$ cat config.mk
export PLATFORM = sky130hd
export DESIGN_NAME = i2c_register_master_top
export DESIGN_NICKNAME = d
export VERILOG_FILES = /design/src/rtl/i2crm_pkg.sv /design/src/rtl/i2crm_step.sv /design/src/rtl/i2c_register_master_top.sv
export SDC_FILE = /design/constraint.sdc
export NUM_CORES = 1
export LEC_CHECK = 0
export ABC_AREA = 1
export BUFFER_PORTS_ARGS = -buffer_cell sky130_fd_sc_hd__clkbuf_2
export CAP_MARGIN = 30
export CELL_PAD_IN_SITES_DETAIL_PLACEMENT = 2
export CELL_PAD_IN_SITES_GLOBAL_PLACEMENT = 2
export CORE_UTILIZATION = 33
export DETAILED_ROUTE_END_ITERATION = 8
export GPL_TIMING_DRIVEN = 0
export HOLD_SLACK_MARGIN = 0.02
export PLACE_DENSITY = 0.76
export SYNTH_ARGS = -nofsm -noshare
export SYNTH_HDL_FRONTEND = slang
export SYNTH_SLANG_ARGS = --single-unit
$ cat constraint.sdc
create_clock -name clk -period 3.1 [get_ports clk]
set_input_delay 0.62 -clock clk [delete_from_list [all_inputs] [get_ports clk]]
set_output_delay 0.62 -clock clk [all_outputs]
set_load 0.1 [all_outputs]
$ cat src/rtl/i2crm_pkg.sv
// shared types and phase codes for the i2c register master
package i2crm_pkg;

	localparam int PHASE_W = 5;

	localparam logic [PHASE_W-1:0] PH_IDLE      = 5'd0;
	localparam logic [PHASE_W-1:0] PH_START_A   = 5'd1;
	localparam logic [PHASE_W-1:0] PH_TX_WADDR  = 5'd2;
	localparam logic [PHASE_W-1:0] PH_ACK_WADDR = 5'd3;
	localparam logic [PHASE_W-1:0] PH_TX_REG    = 5'd4;
	localparam logic [PHASE_W-1:0] PH_ACK_REG   = 5'd5;
	localparam logic [PHASE_W-1:0] PH_TX_DATA   = 5'd6;
	localparam logic [PHASE_W-1:0] PH_ACK_DATA  = 5'd7;
	localparam logic [PHASE_W-1:0] PH_START_B   = 5'd8;
	localparam logic [PHASE_W-1:0] PH_TX_RADDR  = 5'd9;
	localparam logic [PHASE_W-1:0] PH_ACK_RADDR = 5'd10;
	localparam logic [PHASE_W-1:0] PH_RX        = 5'd11;
	localparam logic [PHASE_W-1:0] PH_MACK      = 5'd12;
	localparam logic [PHASE_W-1:0] PH_STOP      = 5'd13;

	localparam logic [1:0] OP_WRITE = 2'd0;
	localparam logic [1:0] OP_READ  = 2'd1;
	localparam logic [1:0] OP_BURST = 2'd2;
	localparam logic [1:0] OP_NONE  = 2'd3;

	localparam logic [7:0] BURST_START_REG = 8'h03;
	localparam logic [7:0] DEV_ADDR_RESET  = 8'd60;

	typedef struct packed {
		logic       start_request;
		logic [1:0] operation;
		logic [7:0] register_address;
		logic [7:0] write_value;
		logic       sda_in;
	} tick_in_t;

	typedef struct packed {
		logic scl;
		logic sda_out;
		logic sda_drive;
		logic busy;
		logic done;
	} bus_t;

	typedef struct packed {
		logic [1:0] op;
		logic [7:0] reg_addr;
		logic [7:0] value;
	} cmd_t;

endpackage

$ cat src/rtl/i2crm_step.sv
// transaction sequencer: one half-bit tick per step
module i2crm_step import i2crm_pkg::*; #(
	parameter int BURST_BYTES = 6
) (
	input  logic               clk,
	input  logic               arst_n,
	input  logic               cfg_we,
	input  logic [7:0]         cfg_wdata,
	input  logic               step,
	input  tick_in_t           tick,
	output bus_t               bus,
	output logic [7:0]         read_byte,
	output logic signed [15:0] axis_x,
	output logic signed [15:0] axis_y,
	output logic signed [15:0] axis_z
);

	localparam int STORE = (BURST_BYTES > 6) ? BURST_BYTES : 6;
	localparam int IDX_W = $clog2(STORE);
	localparam logic [IDX_W-1:0] LAST_IDX = IDX_W'(BURST_BYTES - 1);

	logic [7:0]         dev_addr_q;
	logic [PHASE_W-1:0] phase_q, phase_d;
	logic [1:0]         tick_q, tick_d;
	logic [2:0]         bit_q, bit_d;
	logic [IDX_W-1:0]   byte_q, byte_d;
	logic [7:0]         shift_q, shift_d;
	cmd_t               cmd_q, cmd_d;
	logic [7:0]         rd_q, rd_d;
	logic [15:0]        ax_q, ax_d, ay_q, ay_d, az_q, az_d;
	logic [7:0]         burst_mem [STORE];
	logic               burst_we;
	logic [7:0]         rx_byte;
	logic [PHASE_W-1:0] ph;
	logic [1:0]         t;
	logic               last;
	bus_t               b;

	always_comb begin
		phase_d  = phase_q;
		tick_d   = tick_q;
		bit_d    = bit_q;
		byte_d   = byte_q;
		shift_d  = shift_q;
		cmd_d    = cmd_q;
		rd_d     = rd_q;
		ax_d     = ax_q;
		ay_d     = ay_q;
		az_d     = az_q;
		burst_we = 1'b0;
		rx_byte  = {shift_q[6:0], tick.sda_in};
		last     = 1'b0;
		b        = '{scl: 1'b1, sda_out: 1'b1, sda_drive: 1'b1, busy: 1'b0, done: 1'b0};
		ph       = phase_q;
		t        = tick_q;
		if (phase_q == PH_IDLE && tick.start_request && tick.operation != OP_NONE) begin
			cmd_d   = '{op: tick.operation, reg_addr: tick.register_address,
				value: tick.write_value};
			byte_d  = '0;
			bit_d   = '0;
			shift_d = '0;
			ph      = PH_START_A;
			t       = 2'd0;
			rx_byte = {7'd0, tick.sda_in};
		end
		if (ph != PH_IDLE) begin
			b.busy = 1'b1;
			case (ph)
				PH_START_A, PH_START_B: begin
					b.sda_out = (t == 2'd0);
					if (t != 2'd0) begin
						phase_d = (ph == PH_START_A) ? PH_TX_WADDR : PH_TX_RADDR;
						tick_d  = 2'd0;
						bit_d   = '0;
						shift_d = (ph == PH_START_A) ? dev_addr_q : dev_addr_q + 8'd1;
					end else begin
						phase_d = ph;
						tick_d  = 2'd1;
					end
				end
				PH_TX_WADDR, PH_TX_REG, PH_TX_DATA, PH_TX_RADDR: begin
					b.sda_out = shift_d[7];
					b.scl     = (t == 2'd1);
					phase_d   = ph;
					if (t[1]) begin
						tick_d  = 2'd0;
						if (bit_d == 3'd7) begin
							phase_d = ph + 5'd1;
							bit_d   = '0;
							shift_d = '0;
						end else begin
							bit_d   = bit_d + 3'd1;
							shift_d = {shift_d[6:0], 1'b0};
						end
					end else begin
						tick_d = t + 2'd1;
					end
				end
				PH_ACK_WADDR, PH_ACK_REG, PH_ACK_DATA, PH_ACK_RADDR: begin
					b.sda_drive = 1'b0;
					b.scl       = (t == 2'd0);
					phase_d     = ph;
					if (t != 2'd0) begin
						tick_d = 2'd0;
						bit_d  = '0;
						case (ph)
							PH_ACK_WADDR: begin
								phase_d = PH_TX_REG;
								shift_d = (cmd_d.op == OP_BURST) ? BURST_START_REG
									: cmd_d.reg_addr;
							end
							PH_ACK_REG: begin
								phase_d = (cmd_d.op == OP_WRITE) ? PH_TX_DATA : PH_START_B;
								shift_d = cmd_d.value;
							end
							PH_ACK_DATA: begin
								phase_d = PH_STOP;
								shift_d = '0;
							end
							default: begin
								phase_d = PH_RX;
								shift_d = '0;
							end
						endcase
					end else begin
						tick_d = 2'd1;
					end
				end
				PH_RX: begin
					b.sda_drive = 1'b0;
					b.scl       = (t == 2'd1);
					phase_d     = ph;
					if (t != 2'd0) begin
						shift_d = rx_byte;
						tick_d  = 2'd0;
						if (bit_d == 3'd7) begin
							burst_we = (cmd_d.op == OP_BURST);
							phase_d  = PH_MACK;
							bit_d    = '0;
						end else begin
							bit_d = bit_d + 3'd1;
						end
					end else begin
						tick_d = 2'd1;
					end
				end
				PH_MACK: begin
					last      = (cmd_d.op != OP_BURST) || (byte_d >= LAST_IDX);
					b.sda_out = last;
					b.scl     = (t == 2'd1);
					phase_d   = ph;
					if (t != 2'd0) begin
						tick_d = 2'd0;
						bit_d  = '0;
						if (last) begin
							phase_d = PH_STOP;
						end else begin
							byte_d  = byte_d + IDX_W'(1);
							phase_d = PH_RX;
							shift_d = '0;
						end
					end else begin
						tick_d = 2'd1;
					end
				end
				default: begin
					b.scl     = (t != 2'd0);
					b.sda_out = t[1];
					phase_d   = ph;
					if (t[1] || ph != PH_STOP) begin
						b.done = 1'b1;
						if (cmd_d.op == OP_READ) begin
							rd_d = shift_d;
						end else if (cmd_d.op == OP_BURST) begin
							ax_d = {burst_mem[1], burst_mem[0]};
							ay_d = {burst_mem[3], burst_mem[2]};
							az_d = {burst_mem[5], burst_mem[4]};
						end
						phase_d = PH_IDLE;
						tick_d  = 2'd0;
						bit_d   = '0;
						shift_d = '0;
						byte_d  = '0;
					end else begin
						tick_d = t + 2'd1;
					end
				end
			endcase
		end
	end

	always_ff @(posedge clk or negedge arst_n) begin
		if (!arst_n) begin
			dev_addr_q <= DEV_ADDR_RESET;
		end else if (cfg_we) begin
			dev_addr_q <= cfg_wdata;
		end
	end

	always_ff @(posedge clk or negedge arst_n) begin
		if (!arst_n) begin
			phase_q <= PH_IDLE;
			tick_q  <= '0;
			bit_q   <= '0;
			byte_q  <= '0;
			shift_q <= '0;
			cmd_q   <= '0;
			rd_q    <= '0;
			ax_q    <= '0;
			ay_q    <= '0;
			az_q    <= '0;
		end else if (step) begin
			phase_q <= phase_d;
			tick_q  <= tick_d;
			bit_q   <= bit_d;
			byte_q  <= byte_d;
			shift_q <= shift_d;
			cmd_q   <= cmd_d;
			rd_q    <= rd_d;
			ax_q    <= ax_d;
			ay_q    <= ay_d;
			az_q    <= az_d;
		end
	end

	always_ff @(posedge clk) begin
		if (step && burst_we) begin
			burst_mem[byte_q] <= rx_byte;
		end
	end

	assign bus       = b;
	assign read_byte = rd_d;
	assign axis_x    = signed'(ax_d);
	assign axis_y    = signed'(ay_d);
	assign axis_z    = signed'(az_d);

endmodule

$ cat src/rtl/i2c_register_master_top.sv
// i2c register master top level: input register, sequencer, result register
// Each input beat is one half-bit tick from an external prescaler and yields
// exactly one result beat with the bus levels, busy and done flags, and the
// latest read results. One tick is accepted every clock cycle while the result
// register is not stalled; a tick is held in the input register and its result
// beat in the result register, and the sequencer state advances once per tick
// in a single pass of logic. A write takes 83 ticks, a single read 103 ticks, and
// a burst read of BURST_BYTES bytes 85 + 18 * BURST_BYTES ticks, stop included.
// read_byte and the axis words change on the done beat. The slave address
// register may be written only while no transaction is running.
module i2c_register_master_top import i2crm_pkg::*; #(
	parameter int BURST_BYTES = 6
) (
	input  logic        clk,
	input  logic        arst_n,
	input  logic        cfg_we,
	input  logic [7:0]  cfg_wdata,
	input  logic        s_tvalid,
	output logic        s_tready,
	input  logic [23:0] s_tdata,  // register_address, write_value, sda_in, zero pad
	input  logic [2:0]  s_tuser,  // start_request, operation
	output logic        m_tvalid,
	input  logic        m_tready,
	output logic [63:0] m_tdata   // scl, sda_out, sda_drive, busy_res, done_res,
	                              // read_byte, axis_x, axis_y, axis_z, zero pad
);

	logic               valid_s1;
	tick_in_t           tick_s1;
	logic               advance;
	bus_t               bus;
	logic [7:0]         read_byte;
	logic signed [15:0] axis_x, axis_y, axis_z;
	logic               valid_s2;
	logic [60:0]        data_s2;

	assign advance  = valid_s1 && (!valid_s2 || m_tready);
	assign s_tready = !valid_s1 || advance;

	always_ff @(posedge clk or negedge arst_n) begin
		if (!arst_n) begin
			valid_s1 <= 1'b0;
		end else if (s_tready) begin
			valid_s1 <= s_tvalid;
		end
	end

	always_ff @(posedge clk) begin
		if (s_tvalid && s_tready) begin
			tick_s1 <= '{start_request: s_tuser[0], operation: s_tuser[2:1],
				register_address: s_tdata[7:0], write_value: s_tdata[15:8],
				sda_in: s_tdata[16]};
		end
	end

	i2crm_step #(
		.BURST_BYTES(BURST_BYTES)
	) u_step (
		.clk      (clk),
		.arst_n   (arst_n),
		.cfg_we   (cfg_we),
		.cfg_wdata(cfg_wdata),
		.step     (advance),
		.tick     (tick_s1),
		.bus      (bus),
		.read_byte(read_byte),
		.axis_x   (axis_x),
		.axis_y   (axis_y),
		.axis_z   (axis_z)
	);

	always_ff @(posedge clk or negedge arst_n) begin
		if (!arst_n) begin
			valid_s2 <= 1'b0;
		end else if (advance) begin
			valid_s2 <= 1'b1;
		end else if (m_tready) begin
			valid_s2 <= 1'b0;
		end
	end

	always_ff @(posedge clk) begin
		if (advance) begin
			data_s2 <= {axis_z, axis_y, axis_x, read_byte,
				bus.done, bus.busy, bus.sda_drive, bus.sda_out, bus.scl};
		end
	end

	assign m_tvalid = valid_s2;
	assign m_tdata  = {3'd0, data_s2};

	// done only inside a transaction, with the stop levels on the bus
	a_done_levels: assert property (@(posedge clk) disable iff (!arst_n)
		valid_s2 && data_s2[4] |-> data_s2[3] && data_s2[0] && data_s2[1] && data_s2[2])
		else $error("done beat without busy or stop levels");

	// released sda reads high
	a_release_high: assert property (@(posedge clk) disable iff (!arst_n)
		valid_s2 && !data_s2[2] |-> data_s2[1])
		else $error("sda released but driven low");

	// idle bus levels
	a_idle_bus: assert property (@(posedge clk) disable iff (!arst_n)
		valid_s2 && !data_s2[3] |-> data_s2[0] && data_s2[1] && data_s2[2] && !data_s2[4])
		else $error("idle beat with bus activity");

	// a stalled result register holds while the next tick waits in the input register
	a_stall_hold: assert property (@(posedge clk) disable iff (!arst_n)
		valid_s2 && !m_tready |=> valid_s2 && $stable(data_s2) && !$past(advance))
		else $error("result changed while stalled");

endmodule

# [Word level (Yosys, flattened, before mapping)]
# Memories as Yosys holds them, arrays and structs flattened.
# Cells that the tools add are included.
# Widths: inputs -> output; s select.
[totals] input_bits=40 mem_bits_rw=48 elab_cells=160 out_inout_bits=66 reg_bits=186 n_memories=1
[op_classes] n_eq_ne=19 bitwise_logic=1 n_addsub=5 muxes=82 n_lt_le_gt_ge=1 n_reduce_logical=28
[mem_list] memory="u_step.burst_mem" depth=6 word_bits=8 read_ports=6 rd_ports_with_merged_regs=0 write_ports=1 line_no="i2crm_step.sv:31" source="logic [7:0] burst_mem [STORE];"
[ops] cell="$mux 16" count=15
[ops] cell="$mux 8" count=17
[ops] cell="$mux 5" count=9
[ops] cell="$pmux 8 s5" count=1
[ops] cell="$mux 3" count=13
[ops] cell="$eq 5x4->1 const B" count=5
[ops] cell="$pmux 5 s5" count=1
[ops] cell="$eq 5x3->1 const B" count=4
[ops] cell="$mux 18" count=1
[ops] cell="$pmux 8 s2" count=1
[ops] cell="$pmux 5 s3" count=1
[ops] cell="$reduce_or 13->1" count=1
[ops] cell="$mux 1" count=12
[ops] cell="$reduce_or 12->1" count=1
[ops] cell="$reduce_or 11->1" count=1
[ops] cell="$eq 5x2->1 const B" count=2
[ops] cell="$pmux 3 s3" count=1
[ops] cell="$add 8x1->8 const B" count=1
[ops] cell="$mux 2" count=4
[ops] cell="$mux 4" count=2
[ops] cell="$reduce_or 4->1" count=2
[ops] cell="$reduce_or 8->1" count=1
[ops] cell="$reduce_or 7->1" count=1
[ops] cell="$add 3x1->3 const B" count=2
[ops] cell="other kinds (25)" count=37

# [Longest topological paths before layout]
# Gate-level depths: netlist (run 1).
[depth] depth_word=12 depth_mapped=21

# [Modules after synthesis]
# From an unflattened synthesis (run 1), not the netlist that was laid out.
[hier_totals] hier_cells=1047 hier_area_um2=10627.7
[by_module_without_submodules] mod="i2crm_step" seq_area_each_um2=4023.9 area_per_inst_um2=8074.0 n_inst=1 cells_per_inst=950
[by_module_without_submodules] mod="i2c_register_master_top" seq_area_each_um2=2482.4 area_per_inst_um2=2553.7 n_inst=1 cells_per_inst=97

# [Worst setup path before layout (run 1)]
# OpenSTA, ideal clock, no wires.
[synth_path] path_kind="register to register" from="reg valid_s2, in the netlist m_tvalid" to="reg data_s2[0], enable pin" setup_slack_ns=-0.359 period_less_slack_ns=3.459 arrival_ns=3.010 required_ns=2.650 n_path_buf=1 setup_ns=0.450 path_stages_with_launch=5 path_cell_list="dfrtp_1 -> nand2_1 -> nand2_1 -> inv_1 -> clkbuf_1"
[synth_via] elab_chain_len=3
[synth_lines] element="start: declaration" line_no="i2c_register_master_top.sv:34" source="logic valid_s2;"
[synth_lines] element="start signal: assignment" line_no="i2c_register_master_top.sv:74" source="valid_s2 <= 1'b0;"
[synth_lines] element="start signal: assignment" line_no="i2c_register_master_top.sv:76" source="valid_s2 <= 1'b1;"
[synth_lines] element="start signal: assignment" line_no="i2c_register_master_top.sv:78" source="valid_s2 <= 1'b0;"
[synth_lines] element="$logic_not 1->1" line_no="i2c_register_master_top.sv:37" source="assign advance = valid_s1 && (!valid_s2 || m_tready);"
[synth_lines] element="$logic_or 1x1->1" line_no="i2c_register_master_top.sv:37"
[synth_lines] element="$logic_and 1x1->1" line_no="i2c_register_master_top.sv:37"
[synth_lines] element="via advance" line_no="i2c_register_master_top.sv:30" source="logic advance;"
[synth_lines] element="end signal: assignment" line_no="i2c_register_master_top.sv:84" source="data_s2 <= {axis_z, axis_y, axis_x, read_byte,"
[synth_lines] element="end: declaration" line_no="i2c_register_master_top.sv:35" source="logic [60:0] data_s2;"
# The timed path passes the listed nets, and every way through them passes these cells.
# A chain may end at the register's enable or synchronous reset.

# [Worst setup path in the final report (run 1)]
[layout_path] from="reg u_step.phase_q[2]" to="mem u_step.burst_mem[4][5], enable pin"
[layout_via] elab_chain_len=12 elab_cells_between_ends=19
[layout_lines] element="start: declaration" line_no="i2crm_step.sv:23" source="logic [PHASE_W-1:0] phase_q, phase_d;"
[layout_lines] element="start signal: assignment" line_no="i2crm_step.sv:213" source="phase_q <= phase_d;"
[layout_lines] element="$logic_not 5->1" line_no="i2crm_step.sv:56" source="if (phase_q == PH_IDLE && tick.start_request && tick.operation != OP_NONE) begin"
[layout_lines] element="$logic_and 1x1->1 (2 in series)" line_no="i2crm_step.sv:56"
[layout_lines] element="$mux 3 / $mux 18 (equally long branches)" line_no="i2crm_step.sv:56"
[layout_lines] element="$eq 3x3->1 / $eq 2x2->1 (equally long branches)" line_no="i2crm_step.sv:136, i2crm_step.sv:137"
[layout_lines] element="$mux 1" line_no="i2crm_step.sv:136" source="if (bit_d == 3'd7) begin"
[layout_lines] element="$mux 1" line_no="i2crm_step.sv:133" source="if (t != 2'd0) begin"
[layout_lines] element="$mux 1" line_no="i2crm_step.sv:68" source="case (ph)"
[layout_lines] element="$mux 1 (*)" line_no="i2crm_step.sv:66" source="if (ph != PH_IDLE) begin"
[layout_lines] element="$logic_and 1x1->1 (*)" line_no="i2crm_step.sv:227" source="if (step && burst_we) begin"
[layout_lines] element="$mux 1 (*)" line_no="i2crm_step.sv:227"
[layout_lines] element="$mux 1 (implied by the code) (*)" line_no="i2crm_step.sv:228" source="burst_mem[byte_q] <= rx_byte;"
[layout_lines] element="end: declaration" line_no="i2crm_step.sv:31"
# Mark *: on every way between the ends. The rest lies on a longest branch, timed or not.

==> impl_metrics.tcl, run 1 <==
set metrics [dict create \
    tightestPinTransition_ns 0.9556 \
    status "completed" \
    drive_above_1_share_pct 18.53 \
    netlist_area_um2 11210 \
    hold_viol 0 \
    arrival_ns 3.30 \
    path_clk_slew_ns 0.06 \
    relSlewSlack_pct 36.22 \
    synth_seq_area_share_pct 58.02 \
    required_ns 3.38 \
    endpoint_kind "register" \
    ys_warn_count 0 \
    final.setup.tns_ns 0 \
    root_buffer "clkbuf_16" \
    grt_pass1_vias 10162 \
    grt-busiest-layer "met2" \
    synth-seq-cells 234 \
    finalMaxSlewViolations 0 \
    die_height_um 186.3 \
    gr-usage-met2_pct 38.73 \
    place_ws_ns -1.785 \
    layout.nets 1462 \
    cts_tree "done" \
    core-area_um2 33450 \
    rows 67 \
    vias 9270 \
    port_buffers 95 \
    drt-vias-per-instance 4.936 \
    cts_buffer_depth 3 \
    grt_overflow 0 \
    syn2layout_area_growth_pct 23.47 \
    crit_fanout 10 \
    max_freq_ghz 0.3304 \
    dr.pass1.iters 4 \
    routed_wl_um 36100 \
    antenna_found_initial 0 \
    use_met1_pct 25.39 \
    power_density_nw_per_um2 1138 \
    finalSetupViolCount 0 \
    fin_skew_ns 0.01051 \
    wl_per_cell_um 19.22 \
    grt_pass1_wl_um 57280 \
    syn_inst 1246 \
    worstSetupPathType "register to register" \
    min_path_type "input pin to register" \
    drtAntennaViolNets 0 \
    drcViolationCount 0 \
    hpwl_um 25440 \
    layout_setup_ws_ns 0.07341 \
    num_antenna_cells 0 \
    synth.distinct_cells 37 \
    final.min_clock_period_ns 3.027 \
    grt_max_degree 85 \
    drv_cap 0 \
    syn_avg_cell_area_um2 9.000 \
    mostFrequentLayoutCell "nand2_1" \
    start_util_pct 33.53 \
    layout_common_cells "387 x nand2_1, 129 x edfxtp_1, 125 x inv_1" \
    place_congestion 0.8926 \
    track_usage_pct 21.00 \
    vdd_drop_max_mv 0.5530 \
    clock_sinks 234 \
    cellLeakagePower_nw 6.522 \
    dr.first_iter.drc_count 373 \
    ios 106 \
    use_met3_pct 2.558 \
    clk_latency_ns 0.56 \
    min_period_over_period_pct 97.63 \
    fin_util_pct 41.40 \
    fp.dieW_um 186.3 \
    htree_levels 1 \
    critPathLaunchType "register" \
    dieArea_um2 34720 \
    numCtsBuffers 27 \
]
-- power by group --
| part | total [mW] | switching, mW | internal [mW] | leakage, nW |
|---|---|---|---|---|
| Clock | 3.21 | 1.34 | 1.87 | 0.425 |
| Combinational | 7.85 | 5.81 | 2.04 | 3.52 |
| Sequential | 4.70 | 0.378 | 4.32 | 2.58 |
| Total | 15.8 | 7.53 | 8.24 | 6.52 |
-- synth_stat cells (all sizes together) --
master / instances / area [um^2]
dfrtp: 101 / 2527
nand3b: 52 / 390.4
inv: 135 / 506.7
mux2: 2 / 22.52
o2111a: 1 / 11.26
xor2: 3 / 26.28
ha: 13 / 162.7
mux2i: 1 / 10.01
and2: 56 / 350.3
a22oi: 3 / 22.52
buf: 20 / 132.6
nand4: 9 / 56.30
a32oi: 1 / 8.760
dfstp: 4 / 105.1
a31oi: 1 / 6.260
o21bai: 2 / 15.01
nand2: 401 / 1523
a21oi: 28 / 140.1
conb: 1 / 3.750
nor2: 76 / 295.3
o21ai: 54 / 270.3
edfxtp: 129 / 3874
nand3: 102 / 510.5
nor3b: 1 / 7.510
nor3: 11 / 66.32
o22ai: 1 / 6.260
o2111ai: 2 / 17.52
o21a: 1 / 7.510
o211ai: 2 / 15.01
clkbuf: 33 / 123.9
-- registers in the layout, indices dropped and copies added, names as in the netlist --
name,count
u_step.rd_q,8
u_step.ax_q,16
u_step.burst_mem,48
m_tvalid,1
data_s2,61
u_step.az_q,16
u_step.phase_q,5
u_step.tick_q,2
u_step.cmd_q,18
u_step.bit_q,3
u_step.dev_addr_q,8
u_step.byte_q,3
u_step.ay_q,16
valid_s1,1
tick_s1,20
u_step.shift_q,8
-- worst max-delay path, stage by stage, from the launching register on --
cell and delay (ns):
dfrtp_1 0.32, buf_4 0.16, inv_2 0.09, nand2_4 0.10
nor2_2 0.06, nand2_1 0.11, buf_8 0.17, buf_8 0.15
nand2_1 0.11, inv_1 0.11, ha_2 0.21, ha_4 0.18
inv_2 0.08, nor2_4 0.18, nand4_1 0.15, buf_6 0.17
nor3_4 0.23, buf_6 0.16
-- timing repair --
item                       in CTS  in global routing
resized for setup              65                 45
hold buffers                    1                  0
setup buffers                  17                 13
setup endpoints to repair     183                173
hold endpoints to repair       21                  0
pin swaps                      10                  7
-- layout make-up --
class / count / area, um^2
fill: 3669 / 19600
sequential: 234 / 6510
multi-input combinational: 826 / 4172
timing repair buffer: 133 / 884.6
clock buffer: 37 / 753.2
tap: 448 / 560.5
inverter: 135 / 509.2
buffer: 52 / 325.3
clock inverter: 13 / 132.6
-- through the flow --
stage                     hold WS [ns]  instances  total power, mW  instance area, um^2
after global routing            0.2168       1878            16.70                13850
after detailed placement        0.4402       1798            11.98                12350
after floorplan                 0.3244       1248            9.930                11220
final                           0.2335       1878            15.76                13850
after global placement          0.4306       1791            11.65                12260
after CTS                       0.2033       1865            15.58                13600
-- path summary, 6_finish.rpt --
check                                                   start  cells past startpoint                                to  slack [ns]
worst max-delay path            u_step.phase_q[2]$_DFFE_PN0P_                     17  u_step.burst_mem[4][5]$_DFFE_PP_        0.07
worst min-delay path                               s_tuser[1]                      1             tick_s1[17]$_DFFE_PP_        0.23
worst max register to register  u_step.phase_q[2]$_DFFE_PN0P_                     17  u_step.burst_mem[4][5]$_DFFE_PP_        0.07
worst min register to register           tick_s1[8]$_DFFE_PP_                      2       u_step.cmd_q[7]$_DFFE_PN0P_        0.45
max in group asynchronous                              arst_n                      3  u_step.dev_addr_q[5]$_DFFE_PN1P_        1.82
min in group asynchronous                              arst_n                      2        u_step.az_q[4]$_DFFE_PN0P_        0.51
-- kinds of logic (layout without fill, tap and decap cells) --
family / after synthesis / after routing / synth area share [%]
xor gates and xnor gates: 3 / 3 / 0.2343
DFF: 234 / 234 / 58.02
adders and majority gates: 13 / 13 / 1.450
other: 1 / 3 / 0.03344
AOI/OAI and AO/OA: 96 / 96 / 4.641
and+or+nand+nor: 708 / 708 / 28.53
muxes: 3 / 3 / 0.2901
buffers and inverters: 188 / 370 / 6.806
-- layer usage --
layer	up-vias	share of wire, %
met5	-	0
met4	0	3.1
met3	69	3.3
met2	187	52
met1	4650	42
li1	4364	-
(Power assumes the default switching activity.)
==> run 2, diff against run 1 <==
--- a/config.mk
+++ b/config.mk
@@ -6,7 +6,7 @@
 export NUM_CORES = 1
 export LEC_CHECK = 0
 export ABC_AREA = 1
-export BUFFER_PORTS_ARGS = -buffer_cell sky130_fd_sc_hd__clkbuf_2
+export BUFFER_PORTS_ARGS = -buffer_cell sky130_fd_sc_hd__buf_2
 export CAP_MARGIN = 30
 export CELL_PAD_IN_SITES_DETAIL_PLACEMENT = 2
 export CELL_PAD_IN_SITES_GLOBAL_PLACEMENT = 2
==> constraint.sdc (replaced) <==
create_clock -name clk -period 2.7 [get_ports clk]
set_input_delay 0.54 -clock clk [delete_from_list [all_inputs] [get_ports clk]]
set_output_delay 0.54 -clock clk [all_outputs]
set_load 0.1 [all_outputs]
==> run 2 against run 1 <==
- the run now ends with setup timing left
- first-iteration DRC count is 22% higher
- combinational power is 53% higher
- clock skew is 0.010 ns higher
- wire length is 22% higher
- via count is 7.0% higher
- clock-buffer cell count stayed put
- non-clock buffer count is 54 higher
- global-route usage is 2.6 points higher
- sequential power is 16% higher
- flip-flop and latch count stayed put
- register-to-register slack worse by 0.35 ns
- critical path type unchanged
- largest cell class unchanged
- largest power group unchanged
- highest routed layer unchanged
==> impl_metrics.tcl, run 2 (synthesis gave the netlist of run 1 again) <==
set metrics [dict create \
    status "finished, violations left" \
    violations "setup timing" \
    start_util_pct 33.53 \
    min_period_over_period_pct 110.3 \
    min_path_type "input pin to register" \
    grt_pass1_vias 11047 \
    fin_util_pct 46.77 \
    hp-start "s_tuser[2]" \
    finalMaxSlewViolations 0 \
    drcViolationCount 0 \
    hold_viol 0 \
    clkPwrFrac_pct 19.3 \
    grt_max_degree 84 \
    clock_sinks 234 \
    path_clk_slew_ns 0.07 \
    n_fill_cell 3445 \
    tightestPinTransition_ns 0.8928 \
    grt_pass1_wl_um 63640 \
    layout_common_cells "317 x nand2_1, 129 x edfxtp_1, 119 x inv_1" \
    syn2layout_area_growth_pct 39.50 \
    arrival_ns 3.42 \
    endpoint_kind "register" \
    critPathLaunchType "register" \
    crit_path_end "data_s2[39]$_DFFE_PP_" \
    track_usage_pct 23.59 \
    dr.pass1.iters 4 \
    cp-startpoint "u_step.phase_q[1]$_DFFE_PN0P_" \
    required_ns 3.15 \
    final.min_clock_period_ns 2.977 \
    grt_overflow 0 \
    drt-vias-per-instance 5.127 \
    fin_skew_ns 0.02082 \
    worst_r2r_path_depth 18 \
    intPower_mw 11.30 \
    power_density_nw_per_um2 1381 \
    rsz0062_at_grt "true" \
    top_regs "data_s2: 61 flops, u_step.burst_mem: 48 flops, tick_s1: 20 flops" \
    drv_cap 0 \
    final.setup.tns_ns -30.92 \
    hpwl_um 25200 \
    drive_above_1_share_pct 34.12 \
    cellLeakagePower_nw 7.103 \
    htree_levels 1 \
    comb_power_share_pct 55.5 \
    place_congestion 0.8800 \
    layout_setup_ws_ns -0.2773 \
    layout.nets 1517 \
    dieArea_um2 34720 \
    root_buffer "clkbuf_16" \
    antenna_found_initial 0 \
    worstReg2RegStart "u_step.phase_q[1]$_DFFE_PN0P_" \
    numCtsBuffers 28 \
    max_freq_ghz 0.3359 \
    num_antenna_cells 0 \
    finalSetupViolCount 171 \
    top_register "data_s2" \
    drtAntennaViolNets 0 \
    rrSetupSlack_ns -0.28 \
    wl_per_cell_um 22.85 \
    cts_tree "done" \
    rows 67 \
    crit_fanout 8 \
    clk_latency_ns 0.58 \
    mostFrequentLayoutCell "nand2_1" \
    reg2reg_to "data_s2[39]$_DFFE_PP_" \
    fp.dieW_um 186.3 \
    cts_buffer_depth 3 \
    switchingPower_mw 10.31 \
    routed_wl_um 44200 \
    dr.first_iter.drc_count 456 \
    die_height_um 186.3 \
    vias 9915 \
    worstSetupPathType "register to register" \
    port_buffers 95 \
    core-area_um2 33450 \
    ios 106 \
    vdd_drop_max_mv 0.6983 \
    relSlewSlack_pct 40.48 \
    seq_power_share_pct 25.3 \
    largest_register_ffs 61 \
    p_sw_share_pct 47.71 \
]
[run 2: cell types whose count changed in the layout (fill, tap and decap cells not counted), moves of 39 or more]
cell / previous run / this run
nand2_1: 387 / 317
nand2_4: 4 / 47
buf_2: 6 / 96
nand3_1: 100 / 53
clkbuf_2: 96 / 1
buf_4: 32 / 71
nand3_2: 1 / 44
[run 2: cell type report]
cell class                      count  area (um^2)  area share [%]
Sequential cell                   234         6509           41.61
Clock buffer                       37        744.5           4.759
Buffer                             52        449.2           2.871
Multi-Input combinational cell    826         5181           33.12
Timing Repair Buffer              187         1403           8.966
Inverter                          135        536.8           3.431
Clock inverter                     15        260.3           1.664
Tap cell                          448        560.5           3.583
[run 2: what timing repair did]
item	CTS	global route
setup buffers	61	22
hold buffers	1	0
pin swaps	84	97
resized for setup	245	157
hold endpoints to repair	22	0
setup endpoints to repair	183	181
cloned	3	3
[run 2: worst max-delay path, cell delays in order (launching register included)]
cell and delay (ns):
dfrtp_2 0.43, inv_4 0.13, nand3_2 0.11, nor2_4 0.16
nor2_4 0.07, ha_2 0.19, inv_2 0.05, nor2_2 0.05
nand2_2 0.11, nand2_4 0.07, nor3_4 0.18, nand2_2 0.12
nor3_4 0.30, buf_6 0.22, nand2_4 0.08, buf_12 0.16
clkbuf_16 0.17, nand2_4 0.07, and2_4 0.15
[run 2: layer usage]
metal	track usage, %	wire length, um
met1	27.14	17200
met2	43.31	23570
met3	3.254	1553
met4	10.43	1875
met5	0	0
[run 2: how the worst min path moves through the flow]
stage	endpoint	cells after the start
final	tick_s1[18]$_DFFE_PP_	1
after detailed placement	u_step.az_q[2]$_DFFE_PN0P_	1
after global routing	tick_s1[14]$_DFFE_PP_	1
after global placement	u_step.cmd_q[6]$_DFFE_PN0P_	2
after CTS	tick_s1[17]$_DFFE_PP_	1
after floorplan	m_tvalid$_DFFE_PN0P_	0
[run 2: power groups by stage]
| stage | clock [mW] | combinational [mW] | sequential [mW] |
|---|---|---|---|
| 3_3_place_gp | 0 | 8.00 | 5.40 |
| 6_report | 4.17 | 12.0 | 5.46 |
| 2_1_floorplan | 0 | 3.95 | 7.49 |
| 4_1_cts | 4.19 | 10.3 | 5.42 |
| 3_5_place_dp | 0 | 8.28 | 5.47 |
| 5_1_grt | 4.36 | 12.6 | 5.54 |
[run 2: metrics by stage]
stage	cell area (um^2)	worst slack (ns)	hold slack [ns]	std cells	power [mW]
CTS	14860	-0.1424	0.1285	1913	19.90
finish	15640	-0.2773	0.1476	1934	21.61
floorplan	11280	-0.3140	0.2444	1248	11.44
global placement	12320	-1.465	0.4338	1791	13.40
detailed placement	12390	-1.189	0.4244	1797	13.75
global route	15640	-0.3800	0.1271	1934	22.52
==> run 3, diff against run 2 <==
--- a/config.mk
+++ b/config.mk
@@ -5,12 +5,11 @@
 export SDC_FILE = /design/constraint.sdc
 export NUM_CORES = 1
 export LEC_CHECK = 0
-export ABC_AREA = 1
 export BUFFER_PORTS_ARGS = -buffer_cell sky130_fd_sc_hd__buf_2
 export CAP_MARGIN = 30
 export CELL_PAD_IN_SITES_DETAIL_PLACEMENT = 2
 export CELL_PAD_IN_SITES_GLOBAL_PLACEMENT = 2
-export CORE_UTILIZATION = 33
+export CORE_UTILIZATION = 37
 export DETAILED_ROUTE_END_ITERATION = 8
 export GPL_TIMING_DRIVEN = 0
 export HOLD_SLACK_MARGIN = 0.02
==> constraint.sdc (replaced) <==
create_clock -name clk -period 2.7 [get_ports clk]
set_input_delay 0.27 -clock clk [delete_from_list [all_inputs] [get_ports clk]]
set_output_delay 0.27 -clock clk [all_outputs]
set_load 0.1 [all_outputs]
==> run 3 against run 2 <==
- the run still ends with setup timing left
- clock-buffer cell count up 2
- wire length shrank 11%
- first-iteration DRC count is 17% higher
- clock power decreased by 15%
- fmax shrank 14%
- sequential share of layout area is 2.9 points higher
- worst setup slack got worse by 0.46 ns
- global-route usage up 3.0 points
- power shrank 14%
- largest cell class unchanged
- highest routed layer unchanged
==> impl_metrics.tcl, run 3 <==
set metrics [dict create \
    status "finished, violations left" \
    violations "setup timing" \
    routed_wl_um 39370 \
    core-area_um2 28010 \
    rrSetupSlack_ns -0.74 \
    layout.nets 1083 \
    placed_area_um2 11850 \
    final.min_clock_period_ns 3.442 \
    clock_sinks 234 \
    comb_power_share_pct 50.9 \
    port_buffers 94 \
    yosysTopAreaCell "edfxtp_1" \
    fin_util_pct 52.20 \
    crit_buf_inv 5 \
    fin_cells 1427 \
    syn_avg_cell_area_um2 13.38 \
    vdd_drop_max_mv 0.5758 \
    required_ns 2.99 \
    power_density_nw_per_um2 1277 \
    crit_fanout 9 \
    endpoint_kind "register" \
    holdPathEnd "m_tvalid$_DFFE_PN0P_" \
    cellLeakagePower_nw 5.908 \
    synth_common_cells "129 x edfxtp_1, 113 x mux2_2, 101 x dfrtp_1" \
    dr.pass1.iters 5 \
    num_antenna_cells 0 \
    vias 8089 \
    max_freq_ghz 0.2905 \
    synthArstFlopShare_pct 44.87 \
    finalMaxSlewViolations 0 \
    synth_top_area_share_pct 36.47 \
    ys_warn_count 0 \
    intPower_mw 10.49 \
    worst_r2r_path_depth 15 \
    crit_family "simple AND/OR/NAND/NOR gates" \
    arrival_ns 3.73 \
    largest_register_ffs 61 \
    antenna_found_initial 0 \
    dr.first_iter.drc_count 534 \
    slowest_stage "or3_4" \
    netlist_area_um2 10620 \
    p_sw_share_pct 43.83 \
    dieArea_um2 29390 \
    finalSetupViolCount 184 \
    synth.area.top_cells "edfxtp_1 36%, dfrtp_1 24%, mux2_2 12%" \
    relSlewSlack_pct 41.08 \
    track_usage_pct 26.63 \
    fin_area_um2 14620 \
    root_buffer "clkbuf_16" \
    layout_common_cells "129 x edfxtp_1, 110 x mux2_2, 98 x dfrtp_1" \
    fp.dieW_um 171.4 \
    drt-vias-per-instance 5.669 \
    critPathLaunchType "register" \
    numCtsBuffers 25 \
    hp-start "m_tready" \
    ios 106 \
    reg2reg_to "data_s2[49]$_DFFE_PP_" \
    die_height_um 171.4 \
    place_congestion 0.9062 \
    synth-seq-cells 234 \
    synth.distinct_cells 72 \
    htree_levels 1 \
    grt_pass1_wl_um 57260 \
    rows 61 \
    drtAntennaViolNets 0 \
    clkPwrFrac_pct 18.9 \
    grt_pass1_vias 8958 \
    timing.hold.ws_ns 0.05012 \
    cp-startpoint "u_step.phase_q[3]$_DFFE_PN0P_" \
    layout_setup_ws_ns -0.7420 \
    clk_latency_ns 0.55 \
    synth_seq_area_share_pct 61.25 \
    switchingPower_mw 8.184 \
    worstReg2RegStart "u_step.phase_q[3]$_DFFE_PN0P_" \
    whs_path_depth 3 \
    yosysMostFrequentCell "edfxtp_1" \
    synth_ff_type "edfxtp_1" \
    hpwl_um 22720 \
    wl_per_cell_um 27.59 \
    dpl.cell_count 1269 \
    top_regs "data_s2: 61 flops, u_step.burst_mem: 48 flops, tick_s1: 20 flops" \
    fin_skew_ns 0.02606 \
    path_clk_slew_ns 0.06 \
    n_fill_cell 2601 \
    drive_above_1_share_pct 48.52 \
    cts_buffer_depth 3 \
    grt_max_degree 70 \
    worstSetupPathType "register to register" \
    crit_chain "buf_8 > nor3_4 > and3_4 > buf_12 > nor2_4 > inv_4 > ha_4 > mux2i_2 > o22ai_2 > or3_4 > nor3_4 > nand2_2 > buf_12 > clkbuf_16 > mux2_4" \
    cts_tree "done" \
    top_register "data_s2" \
    grt_overflow 0 \
    syn2layout_area_growth_pct 37.66 \
    synth-edff-count 129 \
    min_period_over_period_pct 127.5 \
    rsz0062_at_grt "true" \
    hold_viol 0 \
    p_total_mw 18.67 \
    seq_power_share_pct 30.2 \
    mostFrequentLayoutCell "edfxtp_1" \
    min_path_type "input pin to register" \
    drcViolationCount 0 \
    syn_inst 794 \
    tightestPinTransition_ns 0.8839 \
    drv_cap 0 \
    critPathMaxStageDelay_ns 0.45 \
    start_util_pct 37.92 \
]
-- run 3: stage by stage --
stage | TNS [ns] | worst slack, ns
after floorplan | -92.60 | -0.7049
after global placement | -258.21 | -1.542
after detailed placement | -261.67 | -1.690
after CTS | -123.34 | -0.8645
after global routing | -114.85 | -0.7821
final | -107.07 | -0.7420
-- run 3: layout make-up --
class	instances	area, um^2	area share [%]
tap	378	473.0	3.234
clock buffer	39	698.2	4.775
sequential	234	6510	44.52
clock inverter	7	126.4	0.8642
timing repair buffer	213	1697	11.60
multi-input combinational	493	4584	31.35
buffer	42	432.9	2.961
inverter	21	101.3	0.6931
-- run 3: worst max path at each step --
stage / to / cells after the start
2_1_floorplan: u_step.ax_q[13]$_DFFE_PN0P_ / 17
3_3_place_gp: u_step.ax_q[13]$_DFFE_PN0P_ / 18
3_5_place_dp: u_step.ay_q[1]$_DFFE_PN0P_ / 18
4_1_cts: data_s2[47]$_DFFE_PP_ / 16
5_1_grt: data_s2[49]$_DFFE_PP_ / 15
6_report: data_s2[49]$_DFFE_PP_ / 15
-- run 3: tightest hold or removal path: cells and delay by family --
kind,cells,cell delay (ns)
buffers and inverters,1,0.09
and+or+nand+nor,2,0.19
-- run 3: timing repair --
action / in CTS / in global routing
setup buffers: 65 / 23
hold endpoints to repair: 77 / 0
cloned: 2 / 2
endpoints found under the setup margin: 203 / 201
pin swaps: 47 / 29
resized for setup: 167 / 69
hold buffers: 30 / 0
-- run 3: cell families (layout without fill, tap and decap cells) --
kind of cell / count (synthesis) / after routing / synth area share (%)
AND/OR/NAND/NOR: 193 / 193 / 9.470
multiplexers: 141 / 141 / 15.61
other: 1 / 3 / 0.03530
flip-flops: 234 / 234 / 61.25
buffers and inverters: 69 / 322 / 3.145
XOR/XNOR: 6 / 6 / 0.4947
AO/OA/AOI/OAI: 137 / 137 / 8.469
adder cells (fa/ha/maj): 13 / 13 / 1.531
-- run 3: power groups by stage --
stage          sequential (mW)  clock [mW]  combinational [mW]
2_1_floorplan             7.40           0                3.51
3_3_place_gp              5.48           0                7.10
3_5_place_dp              5.60           0                7.27
4_1_cts                   5.57        3.55                8.81
5_1_grt                   5.72        3.70                9.84
6_report                  5.63        3.53                9.51
-- run 3: routing by layer --
metal	GRT usage [%]	routed length (um)
met5	0	0
met4	11.02	1810
met1	30.97	14680
met3	4.142	2151
met2	48.49	20730
